===== config.mk =====
export PLATFORM = sky130hd
export DESIGN_NAME = snoop_filter_line_controller
export DESIGN_NICKNAME = d
export VERILOG_FILES = /design/src/design/sflc_pkg.sv /design/src/design/snoop_filter_line_controller.sv /design/src/design/sflc_state_table.sv /design/src/design/sflc_result_stage.sv /design/src/design/sflc_sequencer.sv
export VERILOG_INCLUDE_DIRS = /design/src /design/src/design
export SDC_FILE = /design/constraint.sdc
export NUM_CORES = 1
export LEC_CHECK = 0
export BUFFER_PORTS_ARGS = -buffer_cell sky130_fd_sc_hd__buf_4
export CORE_MARGIN = 8
export CORE_UTILIZATION = 25
export DETAILED_ROUTE_END_ITERATION = 10
export PLACE_DENSITY = 0.51
export SETUP_SLACK_MARGIN = 0.15
export SLEW_MARGIN = 20
export SYNTH_ARGS = -nofsm -noshare
export SYNTH_HDL_FRONTEND = slang
export SYNTH_SLANG_ARGS = --single-unit
export TNS_END_PERCENT = 1

===== constraint.sdc =====
create_clock -name clock -period 19.6 [get_ports clock]
set_input_delay 3.92 -clock clock [delete_from_list [all_inputs] [get_ports clock]]
set_output_delay 3.92 -clock clock [all_outputs]
set_load 0.01 [all_outputs]

===== src/design/snoop_filter_line_controller_macros.svh =====
// ----------------------------------------------------------------------------
// Snoop filter line controller assertion macros
// Shorthand for the concurrent checks at the end of the top level.
// ----------------------------------------------------------------------------
`ifndef SNOOP_FILTER_LINE_CONTROLLER_MACROS_SVH
`define SNOOP_FILTER_LINE_CONTROLLER_MACROS_SVH

// The consequent must hold in the same cycle as the antecedent.
`define SFLC_ASSERT_SAME(label, clk, rst, ante, cons, msg) \
   label: assert property (@(posedge clk) disable iff (rst) (ante) |-> (cons)) \
      else $error(msg);

// The consequent must hold in the cycle after the antecedent.
`define SFLC_ASSERT_NEXT(label, clk, rst, ante, cons, msg) \
   label: assert property (@(posedge clk) disable iff (rst) (ante) |=> (cons)) \
      else $error(msg);

`endif


===== src/design/sflc_pkg.sv =====
// ----------------------------------------------------------------------------
// Snoop filter line controller package
// Shared types, codes and default sizes of the snoop filter line controller.
// ----------------------------------------------------------------------------
package sflc_pkg;

   localparam int NUM_HOSTS_DEFAULT = 16;
   localparam int ADDR_BITS_DEFAULT = 46;
   localparam int DATA_BITS_DEFAULT = 64;

   localparam int ADDR_FIELD_BITS = 46;
   localparam int DATA_FIELD_BITS = 64;
   localparam int HOST_FIELD_BITS = 4;

   typedef enum logic [1:0] {
      REQ_READ_EXCL,
      REQ_READ_SHARED,
      REQ_INVALIDATE,
      REQ_UNSUPPORTED
   } req_kind_type;

   typedef enum logic [2:0] {
      LS_INVALID,
      LS_SHARED,
      LS_EXCL,
      LS_NEED_MEM,
      LS_NEED_INV,
      LS_NEED_INV_SH
   } line_state_type;

   typedef enum logic [2:0] {
      KIND_SNOOP_INV,
      KIND_SNOOP_DATA,
      KIND_MEM_READ,
      KIND_CMP_EXCL,
      KIND_CMP_SHARED,
      KIND_DATA,
      KIND_INV_DONE,
      KIND_ERROR
   } result_kind_type;

   typedef enum logic [1:0] {
      ERR_NONE,
      ERR_UNSUPPORTED,
      ERR_BAD_REPLY
   } error_code_type;

   // Input transfer payload, lowest field last.
   typedef struct packed {
      logic [5:0]                 pad;
      logic [DATA_FIELD_BITS-1:0] mem_data;
      logic                       mem_valid;
      logic [HOST_FIELD_BITS-1:0] rsp_host;
      logic                       rsp_shared;
      logic                       rsp_valid;
      logic [ADDR_FIELD_BITS-1:0] req_address;
      logic [HOST_FIELD_BITS-1:0] req_host;
      logic [15:0]                req_tag;
      logic                       req_valid;
   } req_item_type;

   // Result transfer payload, lowest field last.
   typedef struct packed {
      error_code_type             error_code;
      logic [DATA_FIELD_BITS-1:0] data_out;
      logic [15:0]                tag_out;
      logic [ADDR_FIELD_BITS-1:0] line_address;
      logic [HOST_FIELD_BITS-1:0] target_host;
      logic [3:0]                 source_id;
   } rsp_payload_type;

   typedef struct packed {
      result_kind_type kind;
      rsp_payload_type payload;
   } result_type;

   typedef struct packed {
      logic       push;
      logic       finish;
      result_type result;
   } stage_cmd_type;

   typedef struct packed {
      logic ready;
      logic pend_valid;
   } stage_status_type;

endpackage


===== src/design/snoop_filter_line_controller.sv =====
// For a new request the sequencer walks the host state table one entry per
// cycle through its shared index, holding while a snoop waits on the result
// side, sends at most one snoop per entry, and then steps through the reply,
// memory read and answer stages. A result side that holds off tready
// stretches any step that has a result to hand over.
// ----------------------------------------------------------------------------
// Snoop filter line controller
// Back-invalidate snoop filter for one cache line shared by several hosts:
// snoops holders, collects replies, reads memory and answers the requester.
// ----------------------------------------------------------------------------
`include "snoop_filter_line_controller_macros.svh"

module snoop_filter_line_controller #(
   parameter int NUM_HOSTS = sflc_pkg::NUM_HOSTS_DEFAULT,
   parameter int ADDR_BITS = sflc_pkg::ADDR_BITS_DEFAULT,
   parameter int DATA_BITS = sflc_pkg::DATA_BITS_DEFAULT
) (
   input  logic         clock,
   input  logic         reset,
   input  logic         csr_wen,
   input  logic [3:0]   csr_wdata,   // device_id
   input  logic         req_tvalid,
   output logic         req_tready,
   // req_valid, req_tag, req_host, req_address, rsp_valid, rsp_shared,
   // rsp_host, mem_valid, mem_data, zero padding
   input  logic [143:0] req_tdata,
   input  logic [1:0]   req_tuser,   // req_kind
   output logic         rsp_tvalid,
   input  logic         rsp_tready,
   // source_id, target_host, line_address, tag_out, data_out, error_code
   output logic [135:0] rsp_tdata,
   output logic [2:0]   rsp_tuser,   // kind
   output logic         rsp_tlast    // last
);

   localparam int HIDX = $clog2(NUM_HOSTS);

   logic [3:0]                   device_id_ff;
   logic [HIDX-1:0]              tbl_idx;
   logic                         tbl_wr_en;
   sflc_pkg::line_state_type     tbl_wr_state;
   sflc_pkg::line_state_type     tbl_rd_state;
   sflc_pkg::stage_cmd_type      stage_cmd;
   sflc_pkg::stage_status_type   stage_status;
   sflc_pkg::result_type         rsp_result;

   always_ff @(posedge clock) begin
      if (reset) begin
         device_id_ff <= '0;
      end else if (csr_wen) begin
         device_id_ff <= csr_wdata;
      end
   end

   sflc_state_table #(
      .NUM_HOSTS (NUM_HOSTS)
   ) u_table (
      .clock    (clock),
      .reset    (reset),
      .idx      (tbl_idx),
      .wr_en    (tbl_wr_en),
      .wr_state (tbl_wr_state),
      .rd_state (tbl_rd_state)
   );

   sflc_sequencer #(
      .NUM_HOSTS (NUM_HOSTS),
      .ADDR_BITS (ADDR_BITS),
      .DATA_BITS (DATA_BITS)
   ) u_seq (
      .clock        (clock),
      .reset        (reset),
      .device_id    (device_id_ff),
      .req_tvalid   (req_tvalid),
      .req_tready   (req_tready),
      .req_tdata    (req_tdata),
      .req_tuser    (req_tuser),
      .tbl_idx      (tbl_idx),
      .tbl_wr_en    (tbl_wr_en),
      .tbl_wr_state (tbl_wr_state),
      .tbl_rd_state (tbl_rd_state),
      .stage_cmd    (stage_cmd),
      .stage_status (stage_status)
   );

   sflc_result_stage u_stage (
      .clock      (clock),
      .reset      (reset),
      .cmd        (stage_cmd),
      .status     (stage_status),
      .rsp_tvalid (rsp_tvalid),
      .rsp_tready (rsp_tready),
      .rsp_result (rsp_result),
      .rsp_tlast  (rsp_tlast)
   );

   assign rsp_tdata = rsp_result.payload;
   assign rsp_tuser = rsp_result.kind;

   // Every item drains its held result before the next transfer is taken.
   `SFLC_ASSERT_SAME(a_idle_no_held, clock, reset, req_tready,
                     !stage_status.pend_valid, "held result while ready")
   `SFLC_ASSERT_NEXT(a_busy_after_req, clock, reset, req_tvalid && req_tready,
                     !req_tready, "ready right after transfer")
   `SFLC_ASSERT_SAME(a_error_has_code, clock, reset,
                     rsp_tvalid && rsp_result.kind == sflc_pkg::KIND_ERROR,
                     rsp_result.payload.error_code != sflc_pkg::ERR_NONE,
                     "error result without code")

endmodule


===== src/design/sflc_state_table.sv =====
// ----------------------------------------------------------------------------
// Snoop filter line controller host state table
// Per-host line state with one read port and one write port on a shared index.
// ----------------------------------------------------------------------------
module sflc_state_table #(
   parameter int NUM_HOSTS = sflc_pkg::NUM_HOSTS_DEFAULT
) (
   input  logic                          clock,
   input  logic                          reset,
   input  logic [$clog2(NUM_HOSTS)-1:0]  idx,
   input  logic                          wr_en,
   input  sflc_pkg::line_state_type      wr_state,
   output sflc_pkg::line_state_type      rd_state
);

   sflc_pkg::line_state_type state_ff [NUM_HOSTS];

   assign rd_state = state_ff[idx];

   always_ff @(posedge clock) begin
      if (reset) begin
         for (int i = 0; i < NUM_HOSTS; i++) begin
            state_ff[i] <= sflc_pkg::LS_INVALID;
         end
      end else if (wr_en) begin
         state_ff[idx] <= wr_state;
      end
   end

endmodule


===== src/design/sflc_result_stage.sv =====
// ----------------------------------------------------------------------------
// Snoop filter line controller result stage
// Holds one result back until the next one or the end of the item is known,
// so the final result of an item can carry tlast, then drives the output.
// ----------------------------------------------------------------------------
module sflc_result_stage (
   input  logic                     clock,
   input  logic                     reset,
   input  sflc_pkg::stage_cmd_type  cmd,
   output sflc_pkg::stage_status_type status,
   output logic                     rsp_tvalid,
   input  logic                     rsp_tready,
   output sflc_pkg::result_type     rsp_result,
   output logic                     rsp_tlast
);

   logic                 pend_valid_ff, pend_valid_in;
   sflc_pkg::result_type pend_ff, pend_in;
   logic                 out_valid_ff, out_valid_in;
   sflc_pkg::result_type out_ff, out_in;
   logic                 out_last_ff, out_last_in;
   logic                 out_free;
   logic                 ready;

   assign out_free = !out_valid_ff || rsp_tready;
   assign ready    = !pend_valid_ff || out_free;

   always_comb begin
      pend_valid_in = pend_valid_ff;
      pend_in       = pend_ff;
      out_in        = out_ff;
      out_last_in   = out_last_ff;
      out_valid_in  = out_valid_ff && !rsp_tready;
      if (cmd.push && ready) begin
         // The held result is known not to be the last one.
         if (pend_valid_ff) begin
            out_in       = pend_ff;
            out_last_in  = 1'b0;
            out_valid_in = 1'b1;
         end
         pend_in       = cmd.result;
         pend_valid_in = 1'b1;
      end else if (cmd.finish && pend_valid_ff && out_free) begin
         out_in        = pend_ff;
         out_last_in   = 1'b1;
         out_valid_in  = 1'b1;
         pend_valid_in = 1'b0;
      end
   end

   always_ff @(posedge clock) begin
      if (reset) begin
         pend_valid_ff <= 1'b0;
         out_valid_ff  <= 1'b0;
      end else begin
         pend_valid_ff <= pend_valid_in;
         out_valid_ff  <= out_valid_in;
      end
      pend_ff     <= pend_in;
      out_ff      <= out_in;
      out_last_ff <= out_last_in;
   end

   assign status.ready      = ready;
   assign status.pend_valid = pend_valid_ff;
   assign rsp_tvalid        = out_valid_ff;
   assign rsp_result        = out_ff;
   assign rsp_tlast         = out_last_ff;

endmodule


===== src/design/sflc_sequencer.sv =====
// ----------------------------------------------------------------------------
// Snoop filter line controller sequencer
// Walks one input item through request, snoop scan, reply, memory read and
// answer steps, using the host state table one entry per cycle unless a result waits on the result stage.
// ----------------------------------------------------------------------------
module sflc_sequencer #(
   parameter int NUM_HOSTS = sflc_pkg::NUM_HOSTS_DEFAULT,
   parameter int ADDR_BITS = sflc_pkg::ADDR_BITS_DEFAULT,
   parameter int DATA_BITS = sflc_pkg::DATA_BITS_DEFAULT
) (
   input  logic                           clock,
   input  logic                           reset,
   input  logic [3:0]                     device_id,
   input  logic                           req_tvalid,
   output logic                           req_tready,
   input  logic [143:0]                   req_tdata,
   input  logic [1:0]                     req_tuser,
   output logic [$clog2(NUM_HOSTS)-1:0]   tbl_idx,
   output logic                           tbl_wr_en,
   output sflc_pkg::line_state_type       tbl_wr_state,
   input  sflc_pkg::line_state_type       tbl_rd_state,
   output sflc_pkg::stage_cmd_type        stage_cmd,
   input  sflc_pkg::stage_status_type     stage_status
);

   localparam int HIDX = $clog2(NUM_HOSTS);
   localparam int CNT_BITS = $clog2(NUM_HOSTS);
   localparam int AFW = sflc_pkg::ADDR_FIELD_BITS;
   localparam int DFW = sflc_pkg::DATA_FIELD_BITS;
   localparam int HFW = sflc_pkg::HOST_FIELD_BITS;
   localparam int AW = (ADDR_BITS < AFW) ? ADDR_BITS : AFW;
   localparam int DW = (DATA_BITS < DFW) ? DATA_BITS : DFW;
   localparam logic [HIDX-1:0] LAST_IDX = HIDX'(NUM_HOSTS - 1);
   localparam logic [HFW:0] HOST_LIMIT = (HFW + 1)'(NUM_HOSTS);

   typedef enum logic [3:0] {
      S_IDLE,
      S_REQ,
      S_SCAN,
      S_RSP,
      S_CHK,
      S_READ,
      S_DATA,
      S_ANS,
      S_ANS_DATA,
      S_END
   } seq_type;

   typedef enum logic [1:0] {
      PH_IDLE,
      PH_WAIT_RSP,
      PH_WAIT_DATA
   } phase_type;

   seq_type                seq_ff, seq_in;
   phase_type              phase_ff, phase_in;
   logic [HIDX-1:0]        scan_ff, scan_in;
   logic [CNT_BITS-1:0]    pend_cnt_ff, pend_cnt_in;
   logic                   any_shared_ff, any_shared_in;
   logic                   is_inval_ff, is_inval_in;
   logic                   shared_req_ff, shared_req_in;
   sflc_pkg::req_item_type item_ff, item_in;
   sflc_pkg::req_kind_type kind_ff, kind_in;
   logic [15:0]            held_tag_ff, held_tag_in;
   logic [HIDX-1:0]        held_host_ff, held_host_in;
   logic [AW-1:0]          held_addr_ff, held_addr_in;
   logic [DW-1:0]          held_data_ff, held_data_in;

   logic                   host_ok;
   logic                   rh_ok;
   logic                   reply_inv_ok;
   logic                   reply_sh_ok;

   function automatic sflc_pkg::result_type make_result(
      input sflc_pkg::result_kind_type kind,
      input logic [3:0]                src,
      input logic [HFW-1:0]            host,
      input logic [AFW-1:0]            addr,
      input logic [15:0]               tag,
      input logic [DFW-1:0]            data,
      input sflc_pkg::error_code_type  err
   );
      sflc_pkg::result_type r;
      r.kind                 = kind;
      r.payload.source_id    = src;
      r.payload.target_host  = host;
      r.payload.line_address = addr;
      r.payload.tag_out      = tag;
      r.payload.data_out     = data;
      r.payload.error_code   = err;
      return r;
   endfunction

   assign req_tready = (seq_ff == S_IDLE);

   assign host_ok = ((HFW + 1)'(item_ff.req_host) < HOST_LIMIT);
   assign rh_ok   = ((HFW + 1)'(item_ff.rsp_host) < HOST_LIMIT);
   assign reply_inv_ok = rh_ok && !item_ff.rsp_shared &&
                         (tbl_rd_state == sflc_pkg::LS_NEED_INV ||
                          tbl_rd_state == sflc_pkg::LS_NEED_INV_SH);
   assign reply_sh_ok  = rh_ok && item_ff.rsp_shared &&
                         (tbl_rd_state == sflc_pkg::LS_NEED_INV_SH);

   always_comb begin
      seq_in         = seq_ff;
      phase_in       = phase_ff;
      scan_in        = scan_ff;
      pend_cnt_in    = pend_cnt_ff;
      any_shared_in  = any_shared_ff;
      is_inval_in    = is_inval_ff;
      shared_req_in  = shared_req_ff;
      item_in        = item_ff;
      kind_in        = kind_ff;
      held_tag_in    = held_tag_ff;
      held_host_in   = held_host_ff;
      held_addr_in   = held_addr_ff;
      held_data_in   = held_data_ff;
      tbl_idx        = held_host_ff;
      tbl_wr_en      = 1'b0;
      tbl_wr_state   = sflc_pkg::LS_INVALID;
      stage_cmd      = '0;

      case (seq_ff)
         S_IDLE: begin
            if (req_tvalid) begin
               item_in = sflc_pkg::req_item_type'(req_tdata);
               kind_in = sflc_pkg::req_kind_type'(req_tuser);
               seq_in  = S_REQ;
            end
         end
         S_REQ: begin
            if (phase_ff == PH_IDLE && item_ff.req_valid) begin
               if (kind_ff == sflc_pkg::REQ_UNSUPPORTED || !host_ok) begin
                  stage_cmd.push   = 1'b1;
                  stage_cmd.result = make_result(sflc_pkg::KIND_ERROR, 4'd0,
                     item_ff.req_host, '0, item_ff.req_tag, '0,
                     sflc_pkg::ERR_UNSUPPORTED);
                  if (stage_status.ready) begin
                     seq_in = S_RSP;
                  end
               end else begin
                  phase_in      = PH_WAIT_RSP;
                  held_tag_in   = item_ff.req_tag;
                  held_host_in  = item_ff.req_host[HIDX-1:0];
                  held_addr_in  = item_ff.req_address[AW-1:0];
                  held_data_in  = '0;
                  is_inval_in   = (kind_ff == sflc_pkg::REQ_INVALIDATE);
                  shared_req_in = (kind_ff == sflc_pkg::REQ_READ_SHARED);
                  scan_in       = '0;
                  pend_cnt_in   = '0;
                  any_shared_in = 1'b0;
                  seq_in        = S_SCAN;
               end
            end else begin
               seq_in = S_RSP;
            end
         end
         S_SCAN: begin
            tbl_idx = scan_ff;
            if (scan_ff == held_host_ff) begin
               tbl_wr_en    = 1'b1;
               tbl_wr_state = is_inval_ff ? sflc_pkg::LS_INVALID : sflc_pkg::LS_NEED_MEM;
               scan_in      = scan_ff + HIDX'(1);
               if (scan_ff == LAST_IDX) begin
                  seq_in = S_RSP;
               end
            end else if (tbl_rd_state != sflc_pkg::LS_INVALID) begin
               stage_cmd.push   = 1'b1;
               stage_cmd.result = make_result(
                  shared_req_ff ? sflc_pkg::KIND_SNOOP_DATA : sflc_pkg::KIND_SNOOP_INV,
                  device_id, HFW'(scan_ff), AFW'(held_addr_ff), '0, '0,
                  sflc_pkg::ERR_NONE);
               if (stage_status.ready) begin
                  tbl_wr_en    = 1'b1;
                  tbl_wr_state = shared_req_ff ? sflc_pkg::LS_NEED_INV_SH
                                               : sflc_pkg::LS_NEED_INV;
                  pend_cnt_in  = pend_cnt_ff + CNT_BITS'(1);
                  scan_in      = scan_ff + HIDX'(1);
                  if (scan_ff == LAST_IDX) begin
                     seq_in = S_RSP;
                  end
               end
            end else begin
               scan_in = scan_ff + HIDX'(1);
               if (scan_ff == LAST_IDX) begin
                  seq_in = S_RSP;
               end
            end
         end
         S_RSP: begin
            tbl_idx = item_ff.rsp_host[HIDX-1:0];
            if (phase_ff == PH_WAIT_RSP) begin
               if (item_ff.rsp_valid) begin
                  if (reply_inv_ok || reply_sh_ok) begin
                     tbl_wr_en     = 1'b1;
                     tbl_wr_state  = reply_sh_ok ? sflc_pkg::LS_SHARED
                                                 : sflc_pkg::LS_INVALID;
                     any_shared_in = any_shared_ff || reply_sh_ok;
                     pend_cnt_in   = pend_cnt_ff - CNT_BITS'(1);
                     seq_in        = S_CHK;
                  end else begin
                     stage_cmd.push   = 1'b1;
                     stage_cmd.result = make_result(sflc_pkg::KIND_ERROR, 4'd0,
                        item_ff.rsp_host, '0, '0, '0, sflc_pkg::ERR_BAD_REPLY);
                     if (stage_status.ready) begin
                        seq_in = S_CHK;
                     end
                  end
               end else begin
                  seq_in = S_CHK;
               end
            end else begin
               seq_in = S_DATA;
            end
         end
         S_CHK: begin
            seq_in = (pend_cnt_ff == '0) ? S_READ : S_END;
         end
         S_READ: begin
            if (tbl_rd_state == sflc_pkg::LS_NEED_MEM) begin
               stage_cmd.push   = 1'b1;
               stage_cmd.result = make_result(sflc_pkg::KIND_MEM_READ, 4'd0, '0,
                  AFW'(held_addr_ff), '0, '0, sflc_pkg::ERR_NONE);
               if (stage_status.ready) begin
                  tbl_wr_en    = 1'b1;
                  tbl_wr_state = any_shared_ff ? sflc_pkg::LS_SHARED : sflc_pkg::LS_EXCL;
                  phase_in     = PH_WAIT_DATA;
                  seq_in       = S_DATA;
               end
            end else begin
               phase_in = PH_WAIT_DATA;
               seq_in   = S_DATA;
            end
         end
         S_DATA: begin
            if (phase_ff == PH_WAIT_DATA && is_inval_ff) begin
               seq_in = S_ANS;
            end else if (phase_ff == PH_WAIT_DATA && item_ff.mem_valid) begin
               held_data_in = item_ff.mem_data[DW-1:0];
               seq_in       = S_ANS;
            end else begin
               seq_in = S_END;
            end
         end
         S_ANS: begin
            phase_in = PH_IDLE;
            if (is_inval_ff) begin
               stage_cmd.push   = 1'b1;
               stage_cmd.result = make_result(sflc_pkg::KIND_INV_DONE, 4'd0,
                  HFW'(held_host_ff), '0, held_tag_ff, '0, sflc_pkg::ERR_NONE);
               if (stage_status.ready) begin
                  seq_in = S_END;
               end
            end else if (tbl_rd_state == sflc_pkg::LS_EXCL ||
                         tbl_rd_state == sflc_pkg::LS_SHARED) begin
               stage_cmd.push   = 1'b1;
               stage_cmd.result = make_result(
                  (tbl_rd_state == sflc_pkg::LS_EXCL) ? sflc_pkg::KIND_CMP_EXCL
                                                      : sflc_pkg::KIND_CMP_SHARED,
                  4'd0, HFW'(held_host_ff), '0, held_tag_ff, '0, sflc_pkg::ERR_NONE);
               if (stage_status.ready) begin
                  seq_in = S_ANS_DATA;
               end
            end else begin
               seq_in = S_ANS_DATA;
            end
         end
         S_ANS_DATA: begin
            stage_cmd.push   = 1'b1;
            stage_cmd.result = make_result(sflc_pkg::KIND_DATA, 4'd0,
               HFW'(held_host_ff), '0, held_tag_ff, DFW'(held_data_ff),
               sflc_pkg::ERR_NONE);
            if (stage_status.ready) begin
               seq_in = S_END;
            end
         end
         S_END: begin
            // Release the held result with tlast set.
            stage_cmd.finish = 1'b1;
            if (stage_status.ready) begin
               seq_in = S_IDLE;
            end
         end
         default: begin
            seq_in = S_IDLE;
         end
      endcase
   end

   always_ff @(posedge clock) begin
      if (reset) begin
         seq_ff        <= S_IDLE;
         phase_ff      <= PH_IDLE;
         scan_ff       <= '0;
         pend_cnt_ff   <= '0;
         any_shared_ff <= 1'b0;
         is_inval_ff   <= 1'b0;
         shared_req_ff <= 1'b0;
         held_tag_ff   <= '0;
         held_host_ff  <= '0;
         held_addr_ff  <= '0;
         held_data_ff  <= '0;
      end else begin
         seq_ff        <= seq_in;
         phase_ff      <= phase_in;
         scan_ff       <= scan_in;
         pend_cnt_ff   <= pend_cnt_in;
         any_shared_ff <= any_shared_in;
         is_inval_ff   <= is_inval_in;
         shared_req_ff <= shared_req_in;
         held_tag_ff   <= held_tag_in;
         held_host_ff  <= held_host_in;
         held_addr_ff  <= held_addr_in;
         held_data_ff  <= held_data_in;
      end
      item_ff <= item_in;
      kind_ff <= kind_in;
   end

endmodule


==> results of run 1 <==
logic make-up (layout without fill, tap and decap cells):
| logic type | after synthesis | count (layout) |
|---|---|---|
| xor gates and xnor gates | 7 | 7 |
| and+or+nand+nor | 596 | 596 |
| muxes | 20 | 20 |
| AOI/OAI and AO/OA | 263 | 263 |
| DFF | 620 | 620 |
| other | 0 | 5 |
| adders and majority gates | 4 | 4 |
| buffers and inverters | 98 | 454 |
routing by layer:
layer	part of all wire, %	up-vias	routed length, um
li1	-	6384	-
met1	41	6619	23500
met2	49	403	28300
met3	6.4	111	3640
met4	3.2	2	1840
met5	0.023	-	13
worst max-delay path, cell delays in order, from the launching register on:
cell,delay (ns)
dfxtp_1,0.69
nor3b_4,0.73
a211o_1,0.82
a211oi_1,0.18
a2111oi_0,0.83
nor4_2,0.25
o41ai_1,0.63
a2bb2oi_4,0.08
buf_4,0.32
nand3_1,0.21
o21ai_1,0.15
inv_6,0.59
buf_4,0.85
cell usage after synthesis, drive strengths merged (3+ instances only):
cell	n	area [um^2]
clkbuf	64	240
nor3b	3	33.8
o21ai	11	55.1
mux2i	19	194
buf	20	114
a2111oi	6	52.6
nor3	6	30.0
nor2	97	364
a211oi	15	123
xnor2	6	52.6
a22o	16	140
a21o	17	128
nand2b	4	25.0
o31ai	3	22.5
nor2b	48	300
nand3	11	55.1
and3	6	37.5
dfxtp	153	3060
ha	3	37.5
a31oi	6	37.5
nand4	5	31.3
nand2	316	1190
a21oi	153	766
or3	11	73.8
nor4	5	43.8
a22oi	3	22.5
or4	4	30.0
a222oi	4	40.0
edfxtp	467	14000
a221oi	5	50.0
inv	14	52.6
and2	73	459
final cells by class:
cell class              count  area [um^2]
repair buffers            309         2350
fillers                  8715        60200
flip-flops and latches    620        17100
inverters                  14         57.6
diodes                      5         12.5
clock buffers              91         1950
multi-input cells         890         4780
well taps                1165         1460
clock inverters            40          372
sequential cells by signal (all words and copies together), names as in the netlist, 2 cells and up:
register,cells
u_seq.held_addr_ff,46
u_seq.seq_ff,4
u_seq.kind_ff,2
u_seq.scan_ff,4
u_stage.rsp_result,139
u_seq.held_data_ff,64
u_seq.held_host_ff,4
u_seq.pend_cnt_ff,4
u_stage.pend_ff,139
u_table.state_ff,48
u_seq.held_tag_ff,16
device_id_ff,4
u_seq.item_ff,138
u_seq.phase_ff,2
final timing paths:
| kind | slack [ns] | cells past startpoint | end |
|---|---|---|---|
| setup reg to reg | 12.73 | 12 | u_stage.pend_ff[60]$_DFFE_PP_ |
| setup / recovery | 12.73 | 12 | u_stage.pend_ff[60]$_DFFE_PP_ |
| hold / removal | 0.41 | 0 | u_stage.rsp_result[58]$_DFFE_PP_ |
| hold reg to reg | 0.41 | 0 | u_stage.rsp_result[58]$_DFFE_PP_ |
power groups by stage:
| stage | clock network [mW] | registers [mW] | logic [mW] |
|---|---|---|---|
| after floorplan | 0 | 1.84 | 0.391 |
| after global placement | 0 | 1.83 | 0.627 |
| after detailed placement | 0 | 1.84 | 0.639 |
| after CTS | 1.35 | 1.81 | 0.639 |
| after global routing | 1.40 | 1.83 | 0.698 |
| final | 1.31 | 1.81 | 0.633 |
==> out/metrics.cfg, run 1 <==
[die]
start_util_pct=25.2
die-area_um2=98600
die_w_um=314
core_area_um2=88200
num_rows=109
die_h_um=314
io_pins=297

[pwr]
pwr-share-clk_pct=34.8
powerDensity_nw_per_um2=133
cellLeakagePower_nw=9.64
p_sw_mw=1.09
switching_share_pct=29.0
seqPwrFrac_pct=48.3
intPower_mw=2.66
worst_ir_drop_vdd_mv=0.0686
p_total_mw=3.75
p_comb_share_pct=16.9

[routing]
via_per_inst=4.31
drt-initial-drc-count=1111
drc=0
routed-via-count=13500
ant_nets=0
wl_per_cell_um=18.3
wl_um=57300
first_pass_iters=8

[clock_tree]
numCtsBuffers=71
clk_pin_slew_ns=0.06
tritoncts=built
cts_root_buffer=clkbuf_16
hold_buffers=0
h-tree-depth=3
cts.sinks=620
post_cts_buffers=0
clockBufferDepth=3
clk_latency_ns=0.61
postCtsResizedCells=0

[yosys]
avgSynthCellArea_um2=13.8
synth-compound-area-share_pct=7.46
synthCells=1608
synth_warnings=0
seq_area_frac_synth_pct=77.0
synthAdderAreaFrac_pct=0.259
synth_cell_types=68
synth_nets=1767
postSynth.asyncResetShare_pct=0
synth-xor-area-share_pct=0.276
yosys-mux-area-fraction_pct=0.924
synth_edf_count=467
syn_area_um2=22200
synth_top_family_by_area=simple AND/OR/NAND/NOR gates
synthFlopType=edfxtp_1
synth_seq_cells=620
yosys.area_share.simple_pct=12.3

[timing]
fin_crit_sh_pct=35.1
clock_skew_ns=0.0283
relSlewSlack_pct=25.0
final.setup.tns_ns=0
hold_viol=0
slew_viol_final=0
rsz0062_at_grt=false
fmax_mhz=146
layout_setup_ws_ns=12.73
tightest_slew_ns=1.12
setup_viol=0
finalCriticalPeriod_ns=6.87
hold_slack_ns=0.407

[outcome]
status=finished clean

[global_routing]
use_met2_pct=18.9
grt_start_max_net_pins=73
grt_usage_pct=11.3
grt.overflow.total=0
use_met1_pct=13.7
grt_util_met3_pct=2.74
top_usage_layer=met2
antenna_found_initial=9
grt_pass1_vias=13800
grt_pass1_wl_um=85800

[final_layout]
area_growth_pct=26.4
fin_cells=3134
final_util_pct=31.8
drive_gt1_share_pct=23.0
final_common_cell=edfxtp_1
finalNetCount=2065
fin_area_um2=28100
mostFrequentLayoutCells=467 x edfxtp_1, 315 x nand2_1, 306 x buf_4, 153 x dfxtp_1, 152 x a21oi_1

[hold_path]
worstHoldPathType=flip-flop to flip-flop
min_from=u_stage.pend_ff[58]$_DFFE_PP_

[setup_path]
worst_ep_arrival_time_ns=7.07
crit_type=flip-flop to flip-flop
path_max_fanout=72
critPathLaunch=u_seq.seq_ff[1]$_SDFFE_PP0P_
timing.rr.start=u_seq.seq_ff[1]$_SDFFE_PP0P_
startpoint_type=flip-flop
worstPathRequired_ns=19.80
end_kind=flip-flop

[flow_run]
maxCapViolations=0

[place]
place_ws_ns=12.42
dp_cells=2996
placed_cell_area_um2=25700
place_congestion=0.817
dp_hpwl_um=36600
port_buffers=290

No activity file was read; power rests on OpenSTA's default activity.
==> run 2: changes to the inputs <==
Settings changed: ABC_AREA set to 1.
Clock period 19.6 ns to 6.9 ns, I/O delays scaled along.
==> run 2 against run 1 <==
  * First-iteration DRC count rose by 7.1%
  * Synthesized cell count is 8.4% higher
  * Die area rose by 1.4%
  * Power rose to 3.0 times the previous value
  * Clock-buffer cell count up 6
  * Global-route usage shrank 0.15 points
  * Final cell count up 4.5%
  * Critical path depth up 7
  * Register-to-register slack got worse by 11 ns
  * Via count grew 2.9%
  * Wire length up 0.30%
  * Sequential share of layout area down 0.78 points
==> out/metrics.cfg, run 2 <==
[clock_tree]
hold_buffers=0  ; unchanged
cts_root_buffer=clkbuf_16
cts.sinks=620  ; unchanged
post_cts_buffers=0  ; unchanged
numCtsBuffers=72  ; +1.4%
tritoncts=built
postCtsResizedCells=0  ; unchanged
clk_latency_ns=0.61  ; about the same
clockBufferDepth=3  ; unchanged
clk_pin_slew_ns=0.06  ; about the same
h-tree-depth=3  ; unchanged

[place]
dp_hpwl_um=36400  ; -0.58%
dp_cells=3142  ; +4.9%
placed_cell_area_um2=26000  ; +1.1%
place_congestion=0.810  ; -0.87%
place_ws_ns=2.08  ; -10.34 ns
port_buffers=290  ; unchanged

[timing]
finalCriticalPeriod_ns=4.86  ; -2.01 ns
rsz0062_at_grt=false
relSlewSlack_pct=26.7  ; +1.7 points
setup_viol=0  ; unchanged
hold_viol=0  ; unchanged
clock_skew_ns=0.0218  ; -0.00652 ns
layout_setup_ws_ns=2.04  ; -10.69 ns
tightest_slew_ns=1.10  ; -0.0232 ns
fmax_mhz=206  ; +41%
slew_viol_final=0  ; unchanged
fin_crit_sh_pct=70.5  ; +35 points
final.setup.tns_ns=0  ; unchanged

[global_routing]
grt_start_max_net_pins=93  ; +27%
grt_pass1_wl_um=85800  ; about the same
grt_usage_pct=11.1  ; -0.15 points
use_met1_pct=14.0  ; +0.23 points
top_usage_layer=met2
use_met2_pct=18.6  ; -0.35 points
antenna_found_initial=2  ; -7
grt_util_met3_pct=2.31  ; -0.43 points
grt.overflow.total=0  ; unchanged
grt_pass1_vias=14300  ; +3.5%

[die]
die_h_um=316  ; +0.70%
io_pins=297  ; unchanged
num_rows=110  ; +0.92%
core_area_um2=89600  ; +1.5%
die-area_um2=100000  ; +1.4%
die_w_um=316  ; +0.70%
start_util_pct=25.1  ; about the same

[setup_path]
worstPathRequired_ns=7.15  ; -12.65 ns
worst_ep_arrival_time_ns=5.12  ; -1.95 ns
critPathLaunch=u_seq.seq_ff[0]$_SDFFE_PP0P_
r2r_setup_slack_ns=2.04  ; -10.69 ns
timing.rr.start=u_seq.seq_ff[0]$_SDFFE_PP0P_
regToRegEndpoint=u_stage.pend_ff[42]$_DFFE_PP_
path_max_fanout=74  ; +2.8%
rr_worst_depth=19  ; +7
crit_type=flip-flop to flip-flop
end_kind=flip-flop
startpoint_type=flip-flop

[final_layout]
mostFrequentLayoutCells=467 x edfxtp_1, 304 x nor2_1, 301 x buf_4, 171 x inv_1, 153 x dfxtp_1
finalNetCount=2199  ; +6.5%
drive_gt1_share_pct=23.4  ; +0.43 points
area_growth_pct=26.2
final_common_cell=edfxtp_1
fin_cells=3275  ; +4.5%
fin_area_um2=28400  ; +1.3%
diodes=0  ; -5

[pwr]
powerDensity_nw_per_um2=390  ; +190%
p_comb_share_pct=18.3  ; +1.4 points
pwr-share-clk_pct=35.4  ; +0.6 points
p_sw_mw=3.27  ; +200%
switching_share_pct=29.5  ; +0.49 points
cellLeakagePower_nw=10.2  ; +6.3%
intPower_mw=7.82  ; +190%
seqPwrFrac_pct=46.3  ; -2.0 points
worst_ir_drop_vdd_mv=0.226  ; +230%
p_total_mw=11.1  ; +200%

[hold_path]
hold_path_end=u_stage.rsp_result[37]$_DFFE_PP_
worstHoldPathType=flip-flop to flip-flop
min_from=u_stage.pend_ff[37]$_DFFE_PP_
hold_depth=0  ; unchanged

[routing]
ant_nets=0  ; unchanged
wl_um=57400  ; +0.30%
wl_per_cell_um=17.5  ; -4.0%
drc=0  ; unchanged
via_per_inst=4.25  ; -1.5%
drt-initial-drc-count=1190  ; +7.1%
routed-via-count=13900  ; +2.9%
first_pass_iters=5  ; -3

[yosys]
avgSynthCellArea_um2=12.9  ; -6.4%
syn_area_um2=22500  ; +1.5%
synthFlopType=edfxtp_1
synth_nets=1902  ; +7.6%
synth_warnings=0  ; unchanged
ys_top_cells_by_area=edfxtp_1 62%, dfxtp_1 14%, nor2_1 5.1%
synthCells=1743  ; +8.4%
yosysMostFrequentCell=edfxtp_1
synth_edf_count=467  ; unchanged
synth_cell_types=46  ; -32%
seq_area_frac_synth_pct=75.8  ; -1.1 points
synth_seq_cells=620  ; unchanged
synth_top_area_share_pct=62.3  ; -0.92 points
yosys.area.top_type=edfxtp_1
synthTopCellsByCount=467 x edfxtp_1, 305 x nor2_1, 175 x inv_1
postSynth.asyncResetShare_pct=0  ; unchanged

[flow_run]
maxCapViolations=0  ; unchanged

[outcome]
status=finished clean

## run 2: cell types whose count changed after synthesis, sizes merged, moves of 42 or more
| cell | previous run | this run |
|---|---|---|
| a21oi | 153 | 67 |
| nor2b | 48 | 0 |
| nor2 | 97 | 325 |
| inv | 14 | 186 |
| nand2 | 316 | 166 |
| and2 | 73 | 0 |
| nand4 | 5 | 47 |
| a211oi | 15 | 68 |
| o21ai | 11 | 90 |
## run 2: worst max path at each step
| stage | depth (start not counted) | slack, ns | end |
|---|---|---|---|
| after floorplan | 18 | 1.66 | u_stage.rsp_result[0]$_DFFE_PP_ |
| after global placement | 19 | 2.16 | u_stage.pend_ff[10]$_DFFE_PP_ |
| after detailed placement | 19 | 2.08 | u_stage.pend_ff[42]$_DFFE_PP_ |
| after CTS | 19 | 2.09 | u_stage.pend_ff[11]$_DFFE_PP_ |
| after global routing | 19 | 1.71 | u_stage.pend_ff[11]$_DFFE_PP_ |
| final | 19 | 2.04 | u_stage.pend_ff[42]$_DFFE_PP_ |
## run 2: through the flow
stage | hold WS (ns) | utilization, %
global placement | 0.401 | 29.0
global route | 0.414 | 31.7
CTS | 0.405 | 31.7
detailed placement | 0.405 | 29.0
finish | 0.405 | 31.7
floorplan | 0.400 | -
## run 2: logic make-up after synthesis
family          after synthesis  share of synthesized area [%]
compound gates              249                           6.70
simple gates                593                           12.1
flops                       620                           75.8
fa+ha+maj                     4                          0.256
xor+xnor                      8                          0.311
buf+inv                     269                           4.80
## run 2: critical path, cell delays in order (launching register included)
cell and delay, ns:
dfxtp_1 0.58, nand2_1 0.18, inv_1 0.10, nand3_2 0.48
nand3_4 0.53, nand2_1 0.10, nand2_1 0.09, nand2_1 0.06
nand2_1 0.08, nand2_1 0.08, nand2_2 0.13, nor2_8 0.05
nand3_4 0.10, nand3_4 0.22, inv_6 0.19, nor2_1 0.09
nand2_1 0.06, nand2_1 0.15, inv_6 0.69, buf_12 0.41
## run 2: final cells by class
| type | instances | area (um^2) |
|---|---|---|
| clock inverters | 36 | 483 |
| clock buffers | 97 | 1980 |
| multi-input cells | 854 | 4380 |
| inverters | 189 | 728 |
| flip-flops and latches | 620 | 17100 |
| well taps | 1176 | 1470 |
| repair buffers | 303 | 2300 |
| fillers | 8884 | 61200 |
## run 2: per-layer routing
metal  vias to the layer above  routed length, um
met5                         -                  0
met4                         0               1650
met3                        82               3350
met2                       412              28000
met1                      6791              24500
li1                       6625                  -
## run 2: power groups by stage
stage	registers (mW)	logic (mW)	clock network, mW
4_1_cts	5.14	2.08	4.06
3_5_place_dp	5.22	2.07	0
2_1_floorplan	5.24	1.32	0
6_report	5.14	2.03	3.93
5_1_grt	5.20	2.26	4.20
3_3_place_gp	5.20	2.03	0
